`config.mk`:
```
export PLATFORM = sky130hd
export DESIGN_NAME = ewc_prod_step
export DESIGN_NICKNAME = d
export VERILOG_FILES = /design/src/rtl/core/ewc_pkg.sv /design/src/rtl/core/ewc_prod_step.sv
export SDC_FILE = /design/constraint.sdc
export NUM_CORES = 2
export LEC_CHECK = 0
export ABC_AREA = 1
export BUFFER_PORTS_ARGS = -buffer_cell sky130_fd_sc_hd__buf_2
export CORE_UTILIZATION = 45
export CTS_BUF_LIST = sky130_fd_sc_hd__clkbuf_2 sky130_fd_sc_hd__clkbuf_4 sky130_fd_sc_hd__clkbuf_8
export DETAILED_ROUTE_END_ITERATION = 16
export MAX_ROUTING_LAYER = met4
export SYNTH_ARGS = -nofsm -noshare
export SYNTH_HDL_FRONTEND = slang
export SYNTH_SLANG_ARGS = --single-unit
```
`constraint.sdc`:
```
create_clock -name clk -period 9.9 [get_ports clk]
set_clock_uncertainty 0.05 [all_clocks]
set_input_delay 0.495 -clock clk [delete_from_list [all_inputs] [get_ports clk]]
set_output_delay 0.495 -clock clk [all_outputs]
set_load 0.03 [all_outputs]
```
`src/rtl/core/ewc_pkg.sv`:
```
// Shared types, constants and helpers of the element-wise combine unit.
// No dependencies; the lane, product step, merge and top-level files import this package.
package ewc_pkg;

  localparam int DATA_W    = 32;
  localparam int COEF_W    = 16;
  localparam int WPROD_W   = DATA_W + COEF_W;
  localparam int FIELDS    = 4;
  localparam int ADDR_W    = 5;
  localparam int PROD_FRAC = 16;
  localparam int SUM_FRAC  = 12;
  localparam int CNT_W     = 3;

  localparam logic [CNT_W-1:0]         MIN_SOURCES        = 3'd2;
  localparam logic [CNT_W-1:0]         SOURCE_COUNT_RESET = 3'd2;
  localparam logic signed [COEF_W-1:0] COEF_ONE           = 16'sd4096;

  localparam logic signed [63:0] SAT_HI = 64'sh0000_0000_7FFF_FFFF;
  localparam logic signed [63:0] SAT_LO = 64'shFFFF_FFFF_8000_0000;

  typedef enum logic [1:0] {
    OP_PRODUCT = 2'd0,
    OP_SUM     = 2'd1,
    OP_MAX     = 2'd2,
    OP_MIN     = 2'd3
  } op_t;

  typedef enum logic [2:0] {
    REG_OPERATION    = 3'd0,
    REG_SOURCE_COUNT = 3'd1,
    REG_COEF_0       = 3'd2,
    REG_COEF_1       = 3'd3,
    REG_COEF_2       = 3'd4,
    REG_COEF_3       = 3'd5
  } reg_idx_t;

  // What one lane hands to the merging stage.
  typedef struct packed {
    logic                      used;
    logic signed [WPROD_W-1:0] wprod;
    logic signed [DATA_W-1:0]  value;
  } lane_t;

  // A combined value together with its clamp flag.
  typedef struct packed {
    logic                     sat;
    logic signed [DATA_W-1:0] value;
  } res_t;

  function automatic res_t clamp32(input logic signed [63:0] v);
    res_t r;
    if (v > SAT_HI) begin
      r.sat   = 1'b1;
      r.value = SAT_HI[DATA_W-1:0];
    end else if (v < SAT_LO) begin
      r.sat   = 1'b1;
      r.value = SAT_LO[DATA_W-1:0];
    end else begin
      r.sat   = 1'b0;
      r.value = v[DATA_W-1:0];
    end
    return r;
  endfunction

endpackage

```
`src/rtl/core/ewc_prod_step.sv`:
```
// One step of the product chain: a registered 32x32 multiply, then a
// registered floor shift and clamp. Depends on ewc_pkg.
module ewc_prod_step (
  input  logic                              clk,
  input  logic                              en,
  input  logic                              used,
  input  ewc_pkg::res_t                     acc_in,
  input  logic signed [ewc_pkg::DATA_W-1:0] operand,
  output ewc_pkg::res_t                     acc_out
);
  import ewc_pkg::*;

  logic signed [DATA_W-1:0]   acc_val;
  logic signed [2*DATA_W-1:0] prod;
  res_t                       acc_held;
  logic                       used_held;
  res_t                       scaled;

  assign acc_val = acc_in.value;

  always_ff @(posedge clk) begin
    if (en) begin
      prod      <= acc_val * operand;
      acc_held  <= acc_in;
      used_held <= used;
    end
  end

  assign scaled = clamp32(prod >>> PROD_FRAC);

  // A step beyond the active source count passes the running value through.
  always_ff @(posedge clk) begin
    if (en) begin
      if (used_held) begin
        acc_out.value <= scaled.value;
        acc_out.sat   <= acc_held.sat | scaled.sat;
      end else begin
        acc_out <= acc_held;
      end
    end
  end

endmodule

```
# ---- Word level (Yosys, flattened, before mapping)
# Index checks and enable logic that the tools add are counted.
dict set report op_classes {
  add_sub_neg 0
  n_mul 1
  div 0
  order_cmp 2
  eq_ne 0
  n_shift 0
  mux 3
  bitwise_logic 1
  reduce_logical 0
}
# operator n
set op_table {}
lappend op_table {{$mux 33} 3}
lappend op_table {{$mul 32x32->64} 1}
lappend op_table {{$gt 48x32->1 const B} 1}
lappend op_table {{$lt 48x32->1 const B} 1}
lappend op_table {{$or 1x1->1} 1}
dict set report word_totals {
  reg_bits 131
  latchBits 0
  ramBits 0
  rom_bits 0
  inputBits 68
  output_inout_bits 33
  wordCells 13
  memories 0
}

# ---- Longest topological paths before layout
dict set report logic_depth {
  depth_word 5
  depth_mapped 32
  mapped_depth_nobuf 31
}

# ---- Worst setup path after synthesis
# No wires, ideal clock.
dict set report synth_path {
  path_type {input-to-reg}
  startpoint {input port acc_in[31] in the netlist's numbering}
  endpoint {register prod[62], data pin}
  setup_ns 0.252
  arrival_time_ns 7.058
  required_time_ns 9.598
  path_slack_ns 2.540
  path_stages 27
  n_path_buf 1
  path_cell_list {clkbuf_1 > nand2_1 > inv_1 > fa_1 > inv_1 > fa_1 > inv_1 > fa_1 > fa_1 > inv_1 > fa_1 > inv_1 > fa_1 > inv_1 > fa_1 > fa_1 > inv_1 > ha_1 > nand2_1 > nor2_1 > inv_1 > nor2_1 > inv_1 > nor4_1 > nand2_1 > nand3_1 > nand2_1}
}
dict set report synth_between {
  elab_chain_cells 1
}
# item line
set synth_lines {}
lappend synth_lines {{from (decl)} ewc_prod_step.sv:7} ;# input ewc_pkg::res_t acc_in,
lappend synth_lines {{$mul 32x32->64} ewc_prod_step.sv:23} ;# prod <= acc_val * operand;
lappend synth_lines {{to (signal assigned)} ewc_prod_step.sv:23}
lappend synth_lines {{to (decl)} ewc_prod_step.sv:14} ;# logic signed [2*DATA_W-1:0] prod;
# Every way passes these cells.
# A chain may end at the register's enable or synchronous reset.

# ---- Worst setup path after layout
dict set report layout_path {
  startpoint {input port operand[5] in the netlist's numbering}
  endpoint {register prod[51], data pin}
}
dict set report layout_between {
  elab_chain_cells 1
}
# item line
set layout_lines {}
lappend layout_lines {{from (decl)} ewc_prod_step.sv:8} ;# input logic signed [ewc_pkg::DATA_W-1:0] operand,
lappend layout_lines {{$mul 32x32->64} ewc_prod_step.sv:23}
# Every way passes these cells.

==> flow_summary.yaml <==
drt:
  vias_per_cell: 4.94
  first_iter_violations: 2146
  via_count: 31132
  firstDrtPassIters: 6
  antenna_left: 0
  wl_mm: 120
  routedWlPerCell_um: 19.0
  post-route-drc-count: 0
cts:
  root_buffer: "clkbuf_8"
  clkLatencyLatePin_ns: 0.53
  postCtsSetupBuffers: 0
  numCtsBuffers: 17
  hold_buffers: 0
  clk_path_buf_depth: 2
  cts_tree: "built"
  ctsResizeCount: 0
  cts.sinks: 115
  cts_max_level: 4
  path_clk_slew_ns: 0.09
timing:
  rsz0062_at_grt: "no"
  fmax_mhz: 121
  slew_violations: 0
  tns_ns: 0
  finalCritPeriodShare_pct: 83.2
  finalHoldViolCount: 0
  setup_viol: 0
  finalCriticalPeriod_ns: 8.24
  worst_pin_slew_ns: 0.988
  relSlewSlack_pct: 34.1
grt:
  gr-usage-met2_pct: 45.8
  top_usage_layer: "met2"
  grt_use_total_pct: 27.7
  grt_max_degree: 65
  use_met3_pct: 4.12
  grt_pass1_vias: 33334
  grtUsageMet1_pct: 34.9
  antenna_found_initial: 9
  grt.overflow.total: 0
  grt_pass1_wl_mm: 191
critical_path:
  slowest_stage: "fa_1"
  crit_path_max_incr_delay_ns: 0.85
  cp-start-kind: "primary input"
  cp_top_family: "adder cells"
  rrSetupSlack_ns: 7.24
  cp-endpoint: "prod[51]"
  timing.rr.start: "prod[52]"
  required_ns: 10.13
  worstReg2RegEnd: "acc_out[17]"
  cp.depth: 27
  worstPathBufferInverterCount: 9
  worst_setup_path_end_kind: "flip-flop"
  critical_path_arrival_ns: 8.47
  startpoint: "operand[5]"
  cp_max_fo: 32
  critPathKind: "primary input to flip-flop"
  rr_worst_depth: 6
yosys:
  synth.cells.most_frequent: "inv_1, nand2_1, fa_1"
  yosysMostFrequentCell: "inv_1"
  synth_nets: 6423
  syn-instance-count: 5094
  yosys_warnings: 0
  syn_area_um2: 42000
  ys_seq_area_share_pct: 8.22
  synth.largest_area_cell: "fa_1"
  synth.top_cell.area_share_pct: 51.5
  syn_area_per_cell_um2: 8.25
  async_flop_share_pct: 0
  ys_types: 31
  ys_ff_latch: 115
  synthTopCellsByArea: "fa_1, inv_1, nand2_1"
  synthFlopType: "edfxtp_1"
  synth_edf_count: 115
hold_path:
  min_path_type: "primary input to flip-flop"
cells_and_area:
  area_growth_pct: 4.54
  nFillCells: 9084
  drive_gt1_share_pct: 3.56
  nets: 6370
floorplan:
  chipWidth_um: 308
  rows: 111
  die_y_um: 308
  io_pins: 101
  start_util_pct: 45.6
  die_area_um2: 94600
  fp.coreArea_um2: 92100
placed_design:
  gp_congestion: 0.993
  dp_hpwl_mm: 103
  portBuffers: 100
flow_run:
  max_cap_viol_count: 0
run_status:
  outcome: "complete, no violations"
stage by stage:
stage | instance area [µm²] | setup slack (ns) | hold slack, ns | instances | utilization, %
after global routing | 43900 | 1.16 | 0.0741 | 6304 | 47.7
after detailed placement | 43600 | 1.21 | 0.435 | 6265 | 47.3
final | 43900 | 1.66 | 0.113 | 6304 | 47.7
after floorplan | 42000 | 2.54 | 0.424 | 5094 | -
after CTS | 43900 | 1.76 | 0.0609 | 6297 | 47.7
after global placement | 43600 | 1.39 | 0.427 | 6265 | 47.3
kinds of logic (layout without fill, tap and decap cells):
logic type	after synthesis	in the layout	synth area share, %
multiplexers	1	1	0.0268
buffers and inverters	1834	1794	16.4
AO/OA/AOI/OAI	211	211	2.76
other	0	7	0
flip-flops	115	115	8.22
AND/OR/NAND/NOR	1644	1644	15.2
adder cells (fa/ha/maj)	1261	1261	56.8
XOR/XNOR	28	28	0.583
cells in the final DEF, fill, tap and decap left out, types with 4 or more instances in the layout:
| cell type | synthesis | final |
|---|---|---|
| nand2_1 | 1347 | 1347 |
| inv_6 | 0 | 7 |
| o21bai_1 | 10 | 10 |
| buf_4 | 0 | 34 |
| nor2_1 | 186 | 186 |
| or2_2 | 7 | 7 |
| a21oi_1 | 98 | 98 |
| buf_2 | 6 | 99 |
| edfxtp_1 | 115 | 115 |
| nor4_1 | 12 | 12 |
| o21a_1 | 4 | 4 |
| nand4_1 | 17 | 17 |
| nand3_1 | 61 | 61 |
| xor2_1 | 22 | 22 |
| diode_2 | 0 | 7 |
| ha_1 | 180 | 180 |
| clkbuf_8 | 0 | 17 |
| o21ai_0 | 60 | 60 |
| fa_1 | 1081 | 1081 |
| a21o_1 | 4 | 4 |
| xnor2_1 | 6 | 6 |
| nor3_1 | 6 | 6 |
| a31oi_1 | 31 | 31 |
| inv_1 | 1629 | 1629 |
worst min-delay path by stage:
stage	start	end	slack [ns]	cells after the start
after floorplan	acc_held[32]	acc_out[32]	0.42	1
after global placement	acc_held[32]	acc_out[32]	0.43	1
after detailed placement	acc_held[32]	acc_out[32]	0.44	1
after CTS	used	used_held	0.06	1
final	used	used_held	0.11	1
after global routing	used	used_held	0.07	1
registers in the layout (all words and copies together) (netlist names):
signal / flops
acc_out: 33
acc_held: 33
prod: 48
used_held: 1
area by class of cell:
cell class              instances  area (µm²)  share of cell area, %
diodes                          7        17.5                 0.0399
clock buffers                  18         241                  0.550
clock inverters                14         118                  0.268
inverters                    1629        6110                   13.9
multi-input cells            3145       31700                   72.1
flip-flops and latches        115        3450                   7.86
well taps                    1243        1560                   3.54
repair buffers                133         751                   1.71
routing by layer:
metal / share of wire [%] / up-vias / wire, µm
met5: 0 / - / 0
met3: 5.8 / 184 / 6930
met4: 3.7 / 0 / 4390
li1: - / 14059 / -
met1: 41 / 15995 / 49000
met2: 50 / 894 / 59600
Power is left out: the tool's default activity adds up to more than one toggle a clock period on the data nets, which glitch-free logic cannot reach.
