## config.mk

```make
export PLATFORM = sky130hd
export DESIGN_NAME = ewc_lane
export DESIGN_NICKNAME = d
export VERILOG_FILES = /design/src/rtl/core/ewc_pkg.sv /design/src/rtl/core/ewc_lane.sv
export SDC_FILE = /design/constraint.sdc
export NUM_CORES = 1
export LEC_CHECK = 0
export ABC_AREA = 0
export BUFFER_PORTS_ARGS = -buffer_cell sky130_fd_sc_hd__buf_2
export CORE_UTILIZATION = 55
export CTS_BUF_LIST = sky130_fd_sc_hd__clkbuf_2
export DETAILED_ROUTE_END_ITERATION = 10
export GPL_ROUTABILITY_DRIVEN = 0
export PLACE_DENSITY = 0.85
export SYNTH_ARGS = -nofsm -noshare
export SYNTH_HDL_FRONTEND = slang
export SYNTH_SLANG_ARGS = --single-unit
```

## constraint.sdc

```tcl
create_clock -name clk -period 14.5 [get_ports clk]
set_clock_uncertainty 0.05 [all_clocks]
set_input_delay 1.45 -clock clk [delete_from_list [all_inputs] [get_ports clk]]
set_output_delay 1.45 -clock clk [all_outputs]
set_load 0.03 [all_outputs]
```

## src/rtl/core/ewc_pkg.sv

```systemverilog
// Shared types, constants and helpers of the element-wise combine unit.
// No dependencies; the lane, product step, merge and top-level files import this package.
package ewc_pkg;

  localparam int DATA_W    = 32;
  localparam int COEF_W    = 16;
  localparam int WPROD_W   = DATA_W + COEF_W;
  localparam int FIELDS    = 4;
  localparam int ADDR_W    = 5;
  localparam int PROD_FRAC = 16;
  localparam int SUM_FRAC  = 12;
  localparam int CNT_W     = 3;

  localparam logic [CNT_W-1:0]         MIN_SOURCES        = 3'd2;
  localparam logic [CNT_W-1:0]         SOURCE_COUNT_RESET = 3'd2;
  localparam logic signed [COEF_W-1:0] COEF_ONE           = 16'sd4096;

  localparam logic signed [63:0] SAT_HI = 64'sh0000_0000_7FFF_FFFF;
  localparam logic signed [63:0] SAT_LO = 64'shFFFF_FFFF_8000_0000;

  typedef enum logic [1:0] {
    OP_PRODUCT = 2'd0,
    OP_SUM     = 2'd1,
    OP_MAX     = 2'd2,
    OP_MIN     = 2'd3
  } op_t;

  typedef enum logic [2:0] {
    REG_OPERATION    = 3'd0,
    REG_SOURCE_COUNT = 3'd1,
    REG_COEF_0       = 3'd2,
    REG_COEF_1       = 3'd3,
    REG_COEF_2       = 3'd4,
    REG_COEF_3       = 3'd5
  } reg_idx_t;

  // What one lane hands to the merging stage.
  typedef struct packed {
    logic                      used;
    logic signed [WPROD_W-1:0] wprod;
    logic signed [DATA_W-1:0]  value;
  } lane_t;

  // A combined value together with its clamp flag.
  typedef struct packed {
    logic                     sat;
    logic signed [DATA_W-1:0] value;
  } res_t;

  function automatic res_t clamp32(input logic signed [63:0] v);
    res_t r;
    if (v > SAT_HI) begin
      r.sat   = 1'b1;
      r.value = SAT_HI[DATA_W-1:0];
    end else if (v < SAT_LO) begin
      r.sat   = 1'b1;
      r.value = SAT_LO[DATA_W-1:0];
    end else begin
      r.sat   = 1'b0;
      r.value = v[DATA_W-1:0];
    end
    return r;
  endfunction

endpackage

```

## src/rtl/core/ewc_lane.sv

```systemverilog
// One lane: registers its operand and the weighted product for sum mode.
// Depends on ewc_pkg.
module ewc_lane (
  input  logic                                clk,
  input  logic                                en,
  input  logic                                used,
  input  logic signed [ewc_pkg::DATA_W-1:0]   operand,
  input  logic signed [ewc_pkg::COEF_W-1:0]   coef,
  output ewc_pkg::lane_t                      lane
);
  import ewc_pkg::*;

  logic signed [WPROD_W-1:0] wprod_next;

  // An unused source contributes nothing to the sum.
  always_comb begin
    wprod_next = '0;
    if (used) wprod_next = operand * coef;
  end

  always_ff @(posedge clk) begin
    if (en) begin
      lane.used  <= used;
      lane.wprod <= wprod_next;
      lane.value <= operand;
    end
  end

endmodule

```

* After elaboration in Yosys (flattened, before gate mapping)
Cells that the tools add are included.
** Cells by class
- $mul :: 1
** Operator list (count)
- multiplier 32 x 16 -> 48 bit :: 1
** Storage, ports and cells
- Logic and storage cells :: 4
- Input port bits :: 51
- Output and inout bits :: 81
- Register bits :: 81

* Logic depth before layout (Yosys ltp)
Gate-level depths: netlist (run 1).
- Depth in word-level cells :: 1
- Gate-level depth with buffers :: 26
- Depth with buffers taken out :: 24

* Worst setup path after synthesis (run 1)
No wires, ideal clock.
- Path type :: input -> register
- Start point :: input operand[31] (netlist bit)
- End point :: register lane[79] (netlist bit) (data pin)
- Path buffers :: 2
- Arrival time :: 6941 ps
- Path slack :: 7255 ps
- Stages :: 20
- Data required time :: 14195 ps
- Library setup time :: 255 ps
- Path through :: clkbuf_1 -> nand2_1 -> inv_1 -> fa_1 -> fa_1 -> fa_1 -> fa_1 -> fa_1 -> fa_1 -> ha_1 -> clkbuf_1 -> a21o_1 -> a21o_1 -> a21o_1 -> a21o_1 -> a211oi_1 -> nor2_1 -> a211oi_1 -> xnor2_1 -> and2_1
** On the way
- Longest elaborated chain between the ends :: 1
** Ends and longest elaborated chain
- start, declared :: line ewc_lane.sv:7 : input logic signed [ewc_pkg::DATA_W-1:0] operand,
- multiplier 32 x 16 -> 48 bit :: line ewc_lane.sv:18 : if (used) wprod_next = operand * coef;
- end, declared :: line ewc_lane.sv:9 : output ewc_pkg::lane_t lane
Every way passes these cells.
A chain may end at the register's enable or synchronous reset.

* Worst setup path after layout (run 1)
- Start point :: input coef[15] (netlist bit)
- End point :: register lane[71] (netlist bit) (data pin)
** On the way
- Longest elaborated chain between the ends :: 1
** Ends and longest elaborated chain
- start, declared :: line ewc_lane.sv:8 : input logic signed [ewc_pkg::COEF_W-1:0] coef,
- multiplier 32 x 16 -> 48 bit :: line ewc_lane.sv:18
Every way passes these cells.

==> results of run 1 <==
[stage by stage]
step / worst slack (ps) / hold WS, ps / area, um2
2_1_floorplan: 7250 / 1500 / 20700
3_3_place_gp: 6560 / 1820 / 21600
3_5_place_dp: 6260 / 1830 / 21600
4_1_cts: 7090 / 942 / 21800
5_1_grt: 6700 / 959 / 21800
6_report: 6960 / 1000 / 21800
[routing by layer]
layer,wire length [um],share of wire (%)
met1,17800,34
met2,27300,52
met3,4160,8.0
met4,2800,5.4
met5,16,0.031
[cells in the final DEF, fill, tap and decap left out, types with 2 or more instances in the layout]
master    count
a211o_1       2
a211oi_1     11
a21o_1       23
a21o_2        3
a21oi_1      39
a31oi_1       6
and2_1      244
and3_1        4
and3_2        2
buf_2       130
buf_4         2
clkbuf_2      9
diode_2       3
edfxtp_1     81
fa_1        486
ha_1        114
inv_1       551
inv_6         3
mux2i_1       3
nand2_1     321
nand2b_1     12
nand3_1      14
nand3b_1      2
nand4_1       6
nor2_1       46
nor2b_1       4
nor3_1        4
o211ai_1      4
o21a_1        6
o21ai_0      19
o21ai_1       2
o21bai_1      3
o22ai_1       2
o31ai_1       4
xnor2_1      32
xor2_1       16
[final timing paths]
kind / from / endpoint / slack, ps / cells after the start
max: coef[15] / lane[71] / 6960 / 21
min: operand[31] / lane[31] / 1000 / 1
[layout make-up]
class,count,share of cell area (%)
clock buffer,9,0.207
clock inverter,7,0.374
antenna,3,0.0345
sequential,81,11.2
tap,504,2.90
multi-input combinational,1456,72.7
inverter,552,9.52
timing repair buffer,132,3.06
[logic make-up after synthesis]
| kind of cell | count (synthesis) | share of synthesized area (%) |
|---|---|---|
| AND/OR/NAND/NOR | 666 | 15.7 |
| flip-flops | 81 | 11.7 |
| AO/OA/AOI/OAI | 139 | 4.71 |
| XOR/XNOR | 48 | 2.03 |
| adder cells (fa/ha/maj) | 600 | 53.9 |
| multiplexers | 3 | 0.145 |
| buffers and inverters | 646 | 11.9 |
==> results.yml, run 1 <==
setup_path:
  crit_fanout: 27
  cp_common_cell: "fa_1"
  crit_buf_inv: 4
  crit_chain: "buf_2, clkinv_1, nor2_1, fa_1, fa_1, fa_1, fa_1, fa_1, inv_1, fa_1, inv_1, ha_1, a21oi_1, o21ai_0, nor2_1, a41oi_1, nand2_1, o21ai_1, o21ai_0, xnor2_1, and2_1"
  cp-start-kind: "input pin"
  cpMaxStageDelayCell: "clkinv_1"
  crit_arrival_ps: 8020
  crit_type: "input pin to flip-flop"
  required_ps: 14980
  cpPeakStageDelay_ps: 770
  endpoint_kind: "flip-flop"
  critPathTopFamily: "adder cells"
cells_and_area:
  drive_above_1_share_pct: 7.29
  fin_cells: 2744
  regMostFlops: "lane"
  final_util_pct: 59.0
  largest_register_ffs: 81
  final.fill_count: 3010
  area_delta_synth_final_pct: 5.06
  largestRegisters: "lane: 81 flops"
  nNetsFinal: 2883
  multi_input_area_um2: 15800
  seq_area_um2: 2430
placement:
  dpl.hpwl_um: 41200
  placedCellCount: 2725
  io_buffers: 131
routing:
  first_pass_iters: 6
  vias: 15200
  wl_per_cell_um: 19.0
  totalWireLength_um: 52100
  drtIter0Drc: 1044
  postRouteAntennaNets: 0
  remaining_drc_errors: 0
  vias_per_cell: 5.54
yosys:
  avgSynthCellArea_um2: 9.49
  syn_inst: 2183
  async_flop_share_pct: 0
  synth_top_area_cell: "fa_1"
  seq_area_frac_synth_pct: 11.7
  synth_nets: 2834
  synth_edf_count: 81
  ys_top_cells_by_count: "inv_1, fa_1, nand2_1, and2_1, ha_1"
  synth_top_area_share_pct: 47.0
  synth-main-ff-cell: "edfxtp_1"
  syn-cell-area_um2: 20700
  synthTopCellsByArea: "fa_1, edfxtp_1, inv_1"
  ys_warn_count: 0
  yosys.cell_count.top_type: "inv_1"
  synth_cell_types: 58
  synth-seq-cells: 81
global_route:
  globalRouteMet3Util_pct: 5.66
  grt-busiest-layer: "met2"
  grt_pass1_vias: 16900
  grt_pass1_wl_um: 85000
  antenna_found_initial: 4
  grt_max_degree: 54
  met2_usage_pct: 51.7
  grt_usage_pct: 28.8
  overflow: 0
  use_met1_pct: 32.2
die:
  die_w_um: 196
  die_h_um: 196
  core-area_um2: 36900
  rows: 70
  fp.dieArea_um2: 38400
  pin_count: 132
  start_util_pct: 56.2
flow_run:
  max_cap_violations: 0
timing:
  finalSetupViolations: 0
  fin_setup_tns_ps: 0
  fmax_mhz: 133
  period_minus_slack_ps: 7540
  maxSlewViolCount: 0
  tightest_slew_ps: 975
  hold_viol: 0
  period_share_pct: 52.0
  rsz0062_at_grt: "false"
  slew_headroom_pct: 34.6
clocking:
  cts.repair.resized: 0
  cts_tree: "built"
  cts_buffers: 9
  clkTransAtPathRegs_ps: 340
  ctsRootBufferMaster: "clkbuf_2"
  clkSinkCount: 81
  postCtsSetupBuffers: 0
  cts_max_level: 3
  holdBufCountCts: 0
  cts_buffer_depth: 2
min_path:
  min_path_type: "input pin to flip-flop"
status:
  status: "finished clean"
Power of run 1 is not shown: default switching activity piles up to over one toggle a cycle in this logic, so the estimate is an artifact.
==> inputs of run 2 (changes only) <==
clock period = 7.7 ns   (was 14.5 ns; I/O delays follow)
==> run 2 against run 1 <==
Effect of this change: final area is 0.24% higher; die area stayed put; largest cell class unchanged; hold slack worse by 670 ps; sequential share of layout area hardly changed; count of clock-buffer cells in the layout stayed put; critical path depth stayed put.
==> results.yml, run 2 (synthesized netlist as in run 1, its figures left out) <==
cells_and_area:
  largestRegisters: "lane: 81 flops"
  final.fill_count: 2986
  regMostFlops: "lane"
  final_common_cell: "inv_1"
  largest_register_ffs: 81
  area_delta_synth_final_pct: 5.31
  fin_cells: 2750
  drive_above_1_share_pct: 7.58
  layout_common_cells: "inv_1, fa_1, nand2_1, and2_1, buf_2"
  nNetsFinal: 2890
status:
  status: "finished clean"
setup_path:
  endpoint_kind: "flip-flop"
  cp-start-kind: "input pin"
  required_ps: 8180
  crit_fanout: 32
  crit_arrival_ps: 7030
  crit_type: "input pin to flip-flop"
die:
  pin_count: 132
  fp.dieArea_um2: 38400
  die_h_um: 196
  die_w_um: 196
  start_util_pct: 56.2
  core-area_um2: 36900
  rows: 70
routing:
  first_pass_iters: 4
  remaining_drc_errors: 0
  vias: 15000
  postRouteAntennaNets: 0
  drtIter0Drc: 929
  wl_per_cell_um: 18.4
  vias_per_cell: 5.47
  totalWireLength_um: 50600
clocking:
  ctsRootBufferMaster: "clkbuf_2"
  clkTransAtPathRegs_ps: 380
  cts_buffer_depth: 2
  postCtsSetupBuffers: 0
  cts_buffers: 9
  clkSinkCount: 81
  cts_tree: "built"
  cts_max_level: 3
  cts.repair.resized: 0
  holdBufCountCts: 0
placement:
  dpl.hpwl_um: 40000
  placedCellCount: 2732
  post-place-ws_ps: 437
  io_buffers: 131
global_route:
  grt_pass1_wl_um: 83300
  grt_usage_pct: 28.0
  overflow: 0
  grt_pass1_vias: 17000
  antenna_found_initial: 3
  grt_max_degree: 82
timing:
  period_share_pct: 85.1
  finalSetupViolations: 0
  timing.hold.ws_ps: 339
  hold_viol: 0
  tightest_slew_ps: 1200
  rsz0062_at_grt: "false"
  fin_setup_tns_ps: 0
  period_minus_slack_ps: 6560
  fmax_mhz: 153
  setup_ws_ps: 1140
  slew_headroom_pct: 20.1
  maxSlewViolCount: 0
min_path:
  min_path_type: "input pin to flip-flop"
flow_run:
  max_cap_violations: 0
[run 2: cell types whose count changed in the layout (fill, tap and decap cells not counted), moves of 2 or more]
cell / change
inv_6: -3
clkinv_8: +2
buf_4: +7
inv_8: +2
[run 2: critical path, stage by stage]
cell	delay (ps)
buf_2	590
nand2_1	180
fa_1	580
inv_1	60
fa_1	560
fa_1	440
fa_1	470
fa_1	520
inv_1	60
fa_1	470
inv_1	40
ha_1	390
a21oi_1	100
o21ai_0	450
nor2_1	170
a41oi_1	240
nand2_1	160
o21ai_1	310
a21oi_1	130
xnor2_1	160
and2_1	170
[run 2: area by class of cell]
class                           instances  area, um2  share of cell area [%]
Antenna cell                            2       5.00                  0.0229
Clock inverter                          7       83.8                   0.384
Multi-Input combinational cell       1456      15800                    72.6
Clock buffer                            9       45.0                   0.206
Tap cell                              504        631                    2.89
Sequential cell                        81       2430                    11.2
Inverter                              552       2070                    9.50
Timing Repair Buffer                  139        718                    3.29
[run 2: stage by stage]
step | area [um2] | utilization, %
global route | 21800 | 59.2
CTS | 21800 | 59.1
finish | 21800 | 59.2
floorplan | 20700 | -
detailed placement | 21700 | 58.8
global placement | 21700 | 58.8
[run 2: path summary, 6_finish.rpt]
kind / endpoint / startpoint / cells past startpoint / slack [ps]
setup / recovery: lane[75] / coef[10] / 21 / 1140
hold / removal: lane[22] / operand[22] / 1 / 340
[run 2: per-layer routing]
| metal | track usage [%] | up-vias | share of wire (%) |
|---|---|---|---|
| met5 | 0 | - | 0.016 |
| met3 | 4.35 | 191 | 7.7 |
| li1 | - | 6481 | - |
| met4 | 14.4 | 2 | 5.0 |
| met1 | 33.3 | 7633 | 36 |
| met2 | 49.2 | 738 | 52 |
Power of run 2 is left out for the same reason.
