### config.mk
export PLATFORM = sky130hd
export DESIGN_NAME = ewc_merge
export DESIGN_NICKNAME = d
export VERILOG_FILES = /design/src/rtl/core/ewc_pkg.sv /design/src/rtl/core/ewc_merge.sv
export SDC_FILE = /design/constraint.sdc
export NUM_CORES = 1
export LEC_CHECK = 0
export BUFFER_PORTS_ARGS = -buffer_cell sky130_fd_sc_hd__buf_2
export CORE_UTILIZATION = 53
export CTS_CLUSTER_DIAMETER = 60
export DETAILED_ROUTE_END_ITERATION = 6
export GPL_TIMING_DRIVEN = 1
export PLACE_DENSITY = 0.92
export SLEW_MARGIN = 25
export SYNTH_ARGS = -nofsm -noshare
export SYNTH_HDL_FRONTEND = slang
export SYNTH_SLANG_ARGS = --single-unit
### constraint.sdc
create_clock -name clk -period 9.35 [get_ports clk]
set_clock_uncertainty 0.05 [all_clocks]
set_input_delay 0.4675 -clock clk [delete_from_list [all_inputs] [get_ports clk]]
set_output_delay 0.4675 -clock clk [all_outputs]
set_load 0.01 [all_outputs]
### src/rtl/core/ewc_pkg.sv
// Shared types, constants and helpers of the element-wise combine unit.
// No dependencies; the lane, product step, merge and top-level files import this package.
package ewc_pkg;

  localparam int DATA_W    = 32;
  localparam int COEF_W    = 16;
  localparam int WPROD_W   = DATA_W + COEF_W;
  localparam int FIELDS    = 4;
  localparam int ADDR_W    = 5;
  localparam int PROD_FRAC = 16;
  localparam int SUM_FRAC  = 12;
  localparam int CNT_W     = 3;

  localparam logic [CNT_W-1:0]         MIN_SOURCES        = 3'd2;
  localparam logic [CNT_W-1:0]         SOURCE_COUNT_RESET = 3'd2;
  localparam logic signed [COEF_W-1:0] COEF_ONE           = 16'sd4096;

  localparam logic signed [63:0] SAT_HI = 64'sh0000_0000_7FFF_FFFF;
  localparam logic signed [63:0] SAT_LO = 64'shFFFF_FFFF_8000_0000;

  typedef enum logic [1:0] {
    OP_PRODUCT = 2'd0,
    OP_SUM     = 2'd1,
    OP_MAX     = 2'd2,
    OP_MIN     = 2'd3
  } op_t;

  typedef enum logic [2:0] {
    REG_OPERATION    = 3'd0,
    REG_SOURCE_COUNT = 3'd1,
    REG_COEF_0       = 3'd2,
    REG_COEF_1       = 3'd3,
    REG_COEF_2       = 3'd4,
    REG_COEF_3       = 3'd5
  } reg_idx_t;

  // What one lane hands to the merging stage.
  typedef struct packed {
    logic                      used;
    logic signed [WPROD_W-1:0] wprod;
    logic signed [DATA_W-1:0]  value;
  } lane_t;

  // A combined value together with its clamp flag.
  typedef struct packed {
    logic                     sat;
    logic signed [DATA_W-1:0] value;
  } res_t;

  function automatic res_t clamp32(input logic signed [63:0] v);
    res_t r;
    if (v > SAT_HI) begin
      r.sat   = 1'b1;
      r.value = SAT_HI[DATA_W-1:0];
    end else if (v < SAT_LO) begin
      r.sat   = 1'b1;
      r.value = SAT_LO[DATA_W-1:0];
    end else begin
      r.sat   = 1'b0;
      r.value = v[DATA_W-1:0];
    end
    return r;
  endfunction

endpackage

### src/rtl/core/ewc_merge.sv
// Merging stage: adds the weighted lane products and picks the maximum or
// minimum lane value, then scales and clamps the sum. Depends on ewc_pkg.
module ewc_merge #(
  parameter int LANES = 4
) (
  input  logic           clk,
  input  logic           en,
  input  ewc_pkg::op_t   op,
  input  ewc_pkg::lane_t lanes [LANES],
  output ewc_pkg::res_t  result
);
  import ewc_pkg::*;

  localparam int SUM_W = WPROD_W + $clog2(LANES);

  logic signed [SUM_W-1:0]  sum_next;
  logic signed [DATA_W-1:0] pick_next;
  logic signed [SUM_W-1:0]  sum;
  logic signed [DATA_W-1:0] pick;
  logic signed [63:0]       sum_wide;
  res_t                     sum_res;

  always_comb begin
    sum_next  = '0;
    pick_next = lanes[0].value;
    for (int i = 0; i < LANES; i++) begin
      sum_next = sum_next +
                 {{(SUM_W-WPROD_W){lanes[i].wprod[WPROD_W-1]}}, lanes[i].wprod};
    end
    for (int i = 1; i < LANES; i++) begin
      if (lanes[i].used) begin
        if (op == OP_MAX) begin
          if ($signed(lanes[i].value) > pick_next) pick_next = lanes[i].value;
        end else begin
          if ($signed(lanes[i].value) < pick_next) pick_next = lanes[i].value;
        end
      end
    end
  end

  always_ff @(posedge clk) begin
    if (en) begin
      sum  <= sum_next;
      pick <= pick_next;
    end
  end

  // The Q22.28 sum goes back to Q16.16, rounding toward minus infinity.
  always_comb begin
    sum_wide = $signed({{(64-SUM_W){sum[SUM_W-1]}}, sum}) >>> SUM_FRAC;
    sum_res  = clamp32(sum_wide);
  end

  always_ff @(posedge clk) begin
    if (en) begin
      if (op == OP_SUM) begin
        result <= sum_res;
      end else begin
        result.sat   <= 1'b0;
        result.value <= pick;
      end
    end
  end

endmodule

; Word level (Yosys, flattened, before mapping)
; Index checks and enable logic that the tools add are counted.
[op_classes]
addsub = 3
multipliers = 0
div = 0
n_lt_le_gt_ge = 8
eq_ne = 2
n_shift = 0
muxes = 15
bitwise_logic = 0
reduce_logical = 0
[op_table]
columns = op, count
row1 = 2-to-1 mux 32 bit, 13
row2 = > comparator 32 bit, 3
row3 = < comparator 32 bit, 3
row4 = 2-to-1 mux 33 bit, 2
row5 = adder 49 x 48 -> 50 bit, 1
row6 = adder 50 bit, 1
row7 = adder 48 x 48 -> 49 bit, 1
row8 = "> comparator 38 x 32 -> 1 bit, second input constant", 1
row9 = "< comparator 38 x 32 -> 1 bit, second input constant", 1
row10 = "equality test 2 x 1 -> 1 bit, second input constant", 1
row11 = "equality test 2 bit, second input constant", 1
[word_totals]
reg_bits = 115
latch_bits = 0
mem_bits_rw = 0
romBits = 0
out_inout_bits = 33
word_cells = 32
n_memories = 0

; Longest topological paths before layout
[depth]
ltp_word = 12
ltp_mapped = 32
mapped_depth_nobuf = 29

; Least setup slack after synthesis
; Ideal clock, no wire load.
[synth_path]
path_type = input -> register
start = in lanes[246] in the netlist's numbering
end = reg pick[10] (data pin)
setup_ns = 0.260
t_arrival_ns = 7.286
required_time_ns = 9.040
path_slack_ns = 1.754
path_stages = 32
n_path_buf = 3
cell_sequence = inv_1 ha_1 a21o_1 a211oi_1 a21oi_1 or3_1 a211o_2 mux2i_2 buf_6 mux2i_1 ha_1 a21o_1 a221oi_2 o32ai_1 or2_1 or3_1 o211ai_1 o211ai_2 buf_6 mux2i_1 inv_1 ha_1 a21o_1 a21o_1 a21o_1 a21oi_1 o221ai_1 o21a_1 or3_1 a21boi_1 buf_2 mux2_2
[synth_between]
elab_chain_cells = 12
[synth_rtl]
columns = item, line
row1 = from (decl), ewc_merge.sv:9  ; input ewc_pkg::lane_t lanes [LANES],
row2 = < comparator 32 bit / > comparator 32 bit (equally long branches), "ewc_merge.sv:35, ewc_merge.sv:33"
row3 = 2-to-1 mux 32 bit (on tied branches), "ewc_merge.sv:35, ewc_merge.sv:33"
row4 = 2-to-1 mux 32 bit, ewc_merge.sv:32  ; if (op == OP_MAX) begin
row5 = 2-to-1 mux 32 bit *, ewc_merge.sv:31  ; if (lanes[i].used) begin
row6 = < comparator 32 bit / > comparator 32 bit (equally long branches), "ewc_merge.sv:35, ewc_merge.sv:33"
row7 = 2-to-1 mux 32 bit (on tied branches), "ewc_merge.sv:35, ewc_merge.sv:33"
row8 = 2-to-1 mux 32 bit, ewc_merge.sv:32
row9 = 2-to-1 mux 32 bit *, ewc_merge.sv:31
row10 = < comparator 32 bit / > comparator 32 bit (equally long branches), "ewc_merge.sv:35, ewc_merge.sv:33"
row11 = 2-to-1 mux 32 bit (on tied branches), "ewc_merge.sv:35, ewc_merge.sv:33"
row12 = 2-to-1 mux 32 bit, ewc_merge.sv:32
row13 = 2-to-1 mux 32 bit *, ewc_merge.sv:31
row14 = net pick_next[10], ewc_merge.sv:17  ; logic signed [DATA_W-1:0] pick_next;
row15 = to (signal assigned), ewc_merge.sv:44  ; pick <= pick_next;
row16 = to (decl), ewc_merge.sv:19  ; logic signed [DATA_W-1:0] pick;
; Mark *: on every way through the listed nets, which the timed path passes. The rest lies on a longest branch.
; A chain may end at the register's enable or synchronous reset.

; Final worst setup path
[layout_path]
start = in lanes[274] in the netlist's numbering
end = reg pick[8] (data pin)
; The elaborated chain is that of the path after synthesis.

==> summary.md <==
| Metric | Value |
|---|---|
| Placed Area | `13500 um^2` |
| Max-cap violations | `0` |
| Setup WS pre-CTS | `0.334 ns` |
| Startpoint types | `input pin` |
| CP arrival | `8.83 ns` |
| EDFF count, synth | `103` |
| Drt total wl | `approximately 30000 um` |
| CORE AREA | `around 21000 um^2` |
| Register area share after synthesis | `27.2%` |
| FF+latch count, synth | `103` |
| Final worst path period share | `approximately 94%` |
| Crit path launch | `lanes[274]` |
| Antenna violations before repair | `4` |
| Slew Viols, Final | `0` |
| GRT Util Overall | `between 20% and 30%` |
| Residual DRC | `0` |
| Synth area leader | `edfxtp_1` |
| Via/cell ratio | `5.66` |
| First-pass GRT wire length | `between 40000 and 50000 um` |
| Top-area cell type share of the netlist area | `27.2%` |
| Net Switching | `0.968 mW` |
| Net count, final | `1999` |
| Post-synth top flop | `edfxtp_1` |
| CTS tree | `done` |
| Tmin final | `8.79 ns` |
| GRT overflow | `0` |
| Outcome | `finished, final reports clean` |
| Final Non-Filler Cells | `around 1700` |
| Die Ht | `about 150 um` |
| Vias in the first global route | `10200` |
| Post-route cell area | `between 10000 and 15000 um^2` |
| Placed insts | `1696` |
| Root Buffer | `clkbuf_16` |
| Std cell rows | `53` |
| Overall Power | `2.49 mW` |
| Leak pwr | `roughly 6.7 nW` |
| Combinational power share | `between 50 and 60%` |
| Clock share of power | `16.4%` |
| Leading post-synthesis cells by cell area | `edfxtp_1, fa_1, ha_1, mux2i_1, a21oi_1` |
| Detailed-route via count | `around 9700` |
| Die width | `148 um` |
| Final hold vios | `0` |
| Reg clk slew, reported paths | `0.07 ns` |
| Clock Sinks | `103` |
| Slew margin rel. | `around 46%` |
| Worst vdd ir | `0.106 mV` |
| CP max stage delay | `approximately 0.53 ns` |
| Worst r2r src | `sum[48]$_DFFE_PP_` |
| Final setup fails | `0` |
| Unrepaired setup endpoints after global routing | `no` |
| Routed Antenna Nets | `0` |
| Post CTS Setup Buffer Count | `0` |
| # hold bufs at CTS | `0` |
| Avg Inst Size Synth | `roughly 11 um^2` |
| Layout cell share with drive strength beyond 1 | `between 20% and 30%` |
| Synthesis-to-layout area growth | `21.6%` |
| Worst EP required | `9.39 ns` |
| Mapped Area | `11400 um^2` |
| Sequential power share | `30.1%` |
| WL per Instance | `17.4 um` |
| Final HPWL DP | `25600 um` |
| Clock Latency Late Sink | `0.35 ns` |
| Max Buffers Root-to-Sink | `2` |
| Pwr dens | `180 nW/um^2` |
| Net Sw Frac | `38.9%` |
| Mapped Cells | `1078` |
| Critical-path cell with the highest stage delay | `o41ai_2` |
| YS warnings | `0` |
| CTS buffer count | `9` |
| Internal power | `1.52 mW` |
| F_max | `114 MHz` |
| Setup Crit Path Kind | `input pin to register` |
| Syn_nets | `~1600` |
| Ys async rst share | `0%` |
| Critical Path Fanout Max | `24` |
| H-tree levels | `3` |
| PostCTS Resize Cnt | `0` |
| CP endpoint kind | `register` |
| Die area | `about 22000 um^2` |
| Pin count of the biggest net entering global routing | `65` |
| Final Worst Setup Slack | `0.562 ns` |
| Top-level I/O count | `361` |
| Drt pass-1 iters | `5` |
| Slew at the pin closest to its max-slew limit | `0.816 ns` |
| Hold Path Class | `input pin to register` |
| Hold path start | `lanes[13]` |
| Final RePlAce weighted congestion | `0.927` |
| Port bufs | `359` |
| Initial Utilization | `54.0%` |
| Iteration-0 DRC Markers | `between 400 and 500` |
| Unique masters post-synth | `between 60 and 70` |
| TNS Setup | `0 ns` |
==> cell type report <==
cell class / count / area [um^2]
Fill cell: 1645 / 7220
Tap cell: 275 / 344
Clock buffer: 10 / 229
Clock inverter: 6 / 92.6
Sequential cell: 103 / 3090
Multi-Input combinational cell: 838 / 7730
Inverter: 113 / 424
Antenna cell: 3 / 7.51
Timing Repair Buffer: 367 / 1880
==> logic make-up (layout without fill, tap and decap cells) <==
group,count (synthesis),in the layout,share of synthesized area [%]
and+or+nand+nor,213,213,9.46
buffers and inverters,137,496,4.96
AOI/OAI and AO/OA,258,258,14.2
other,0,3,0
adders and majority gates,239,239,32.7
DFF,103,103,27.2
xor gates and xnor gates,28,28,2.16
muxes,100,100,9.31
==> metrics by stage <==
stage	util [%]	hold slack, ns
floorplan	-	0.446
global placement	64.1	0.458
detailed placement	64.1	0.458
CTS	65.6	0.372
global route	65.6	0.373
finish	65.7	0.388
==> worst max-delay path, delay by kind of cell <==
| family | cells | cell delay (ns) |
|---|---|---|
| buffers and inverters | 7 | 1.23 |
| multiplexers | 5 | 1.62 |
| AND/OR/NAND/NOR | 9 | 2.17 |
| AO/OA/AOI/OAI | 9 | 2.43 |
| adder cells (fa/ha/maj) | 3 | 0.88 |
==> synthesized netlist by cell type, types with 8 or more instances <==
master / n
a21oi_1: 92
nand4_1: 27
o21bai_1: 8
o21a_1: 9
nand2_1: 61
clkbuf_1: 15
nand3_1: 19
nor2_1: 50
o21ai_0: 62
inv_1: 113
mux2_2: 31
xor2_1: 9
ha_1: 143
fa_1: 96
a21o_1: 36
mux2i_1: 63
xnor2_1: 19
nor3_1: 14
edfxtp_1: 103
==> state kept, by name (all words and copies together) (netlist names) <==
name,flops
sum,38
pick,32
result,33
==> worst paths after layout <==
check	to	depth (start not counted)	slack, ns
hold / removal	pick[13]$_DFFE_PP_	2	0.39
hold reg to reg	result[11]$_DFFE_PP_	2	0.48
setup / recovery	pick[8]$_DFFE_PP_	33	0.56
setup reg to reg	result[10]$_DFFE_PP_	5	7.17
==> power groups by stage <==
stage	clock, mW	sequential, mW	combinational (mW)
2_1_floorplan	0	0.756	0.904
3_3_place_gp	0	0.756	1.26
3_5_place_dp	0	0.760	1.32
4_1_cts	0.414	0.751	1.33
5_1_grt	0.435	0.762	1.49
6_report	0.407	0.749	1.33
==> layer usage <==
metal	wire length [um]	vias to the layer above	global-route usage [%]
met5	13	-	0
met4	1080	2	11.2
met3	2120	74	6.13
met2	15500	399	50.7
met1	11200	4589	30.3
li1	-	4648	-
==> placed cells by master (no fill, tap or decap), types with 4 or more instances in the layout <==
| cell type | Yosys | layout |
|---|---|---|
| o221ai_1 | 4 | 4 |
| fa_1 | 96 | 96 |
| edfxtp_1 | 103 | 103 |
| o21ai_0 | 62 | 62 |
| or3_1 | 5 | 5 |
| a211oi_1 | 7 | 7 |
| o21a_1 | 9 | 9 |
| and3_1 | 5 | 5 |
| and4_1 | 5 | 5 |
| and2_1 | 5 | 5 |
| inv_1 | 113 | 113 |
| buf_4 | 0 | 7 |
| clkbuf_16 | 0 | 9 |
| ha_1 | 143 | 143 |
| xnor2_1 | 19 | 19 |
| xor2_1 | 9 | 9 |
| nor2_1 | 50 | 50 |
| nand3_1 | 19 | 19 |
| mux2i_1 | 63 | 63 |
| buf_2 | 3 | 358 |
| a21o_1 | 36 | 36 |
| nor3_1 | 14 | 14 |
| a21oi_1 | 92 | 91 |
| nand4_1 | 27 | 27 |
| nand2_1 | 61 | 61 |
| nor4_1 | 4 | 4 |
| o21bai_1 | 8 | 8 |
| mux2_2 | 31 | 31 |
| o211ai_1 | 6 | 6 |
| nor2b_1 | 5 | 5 |
Power figures use the tool's default switching activity.
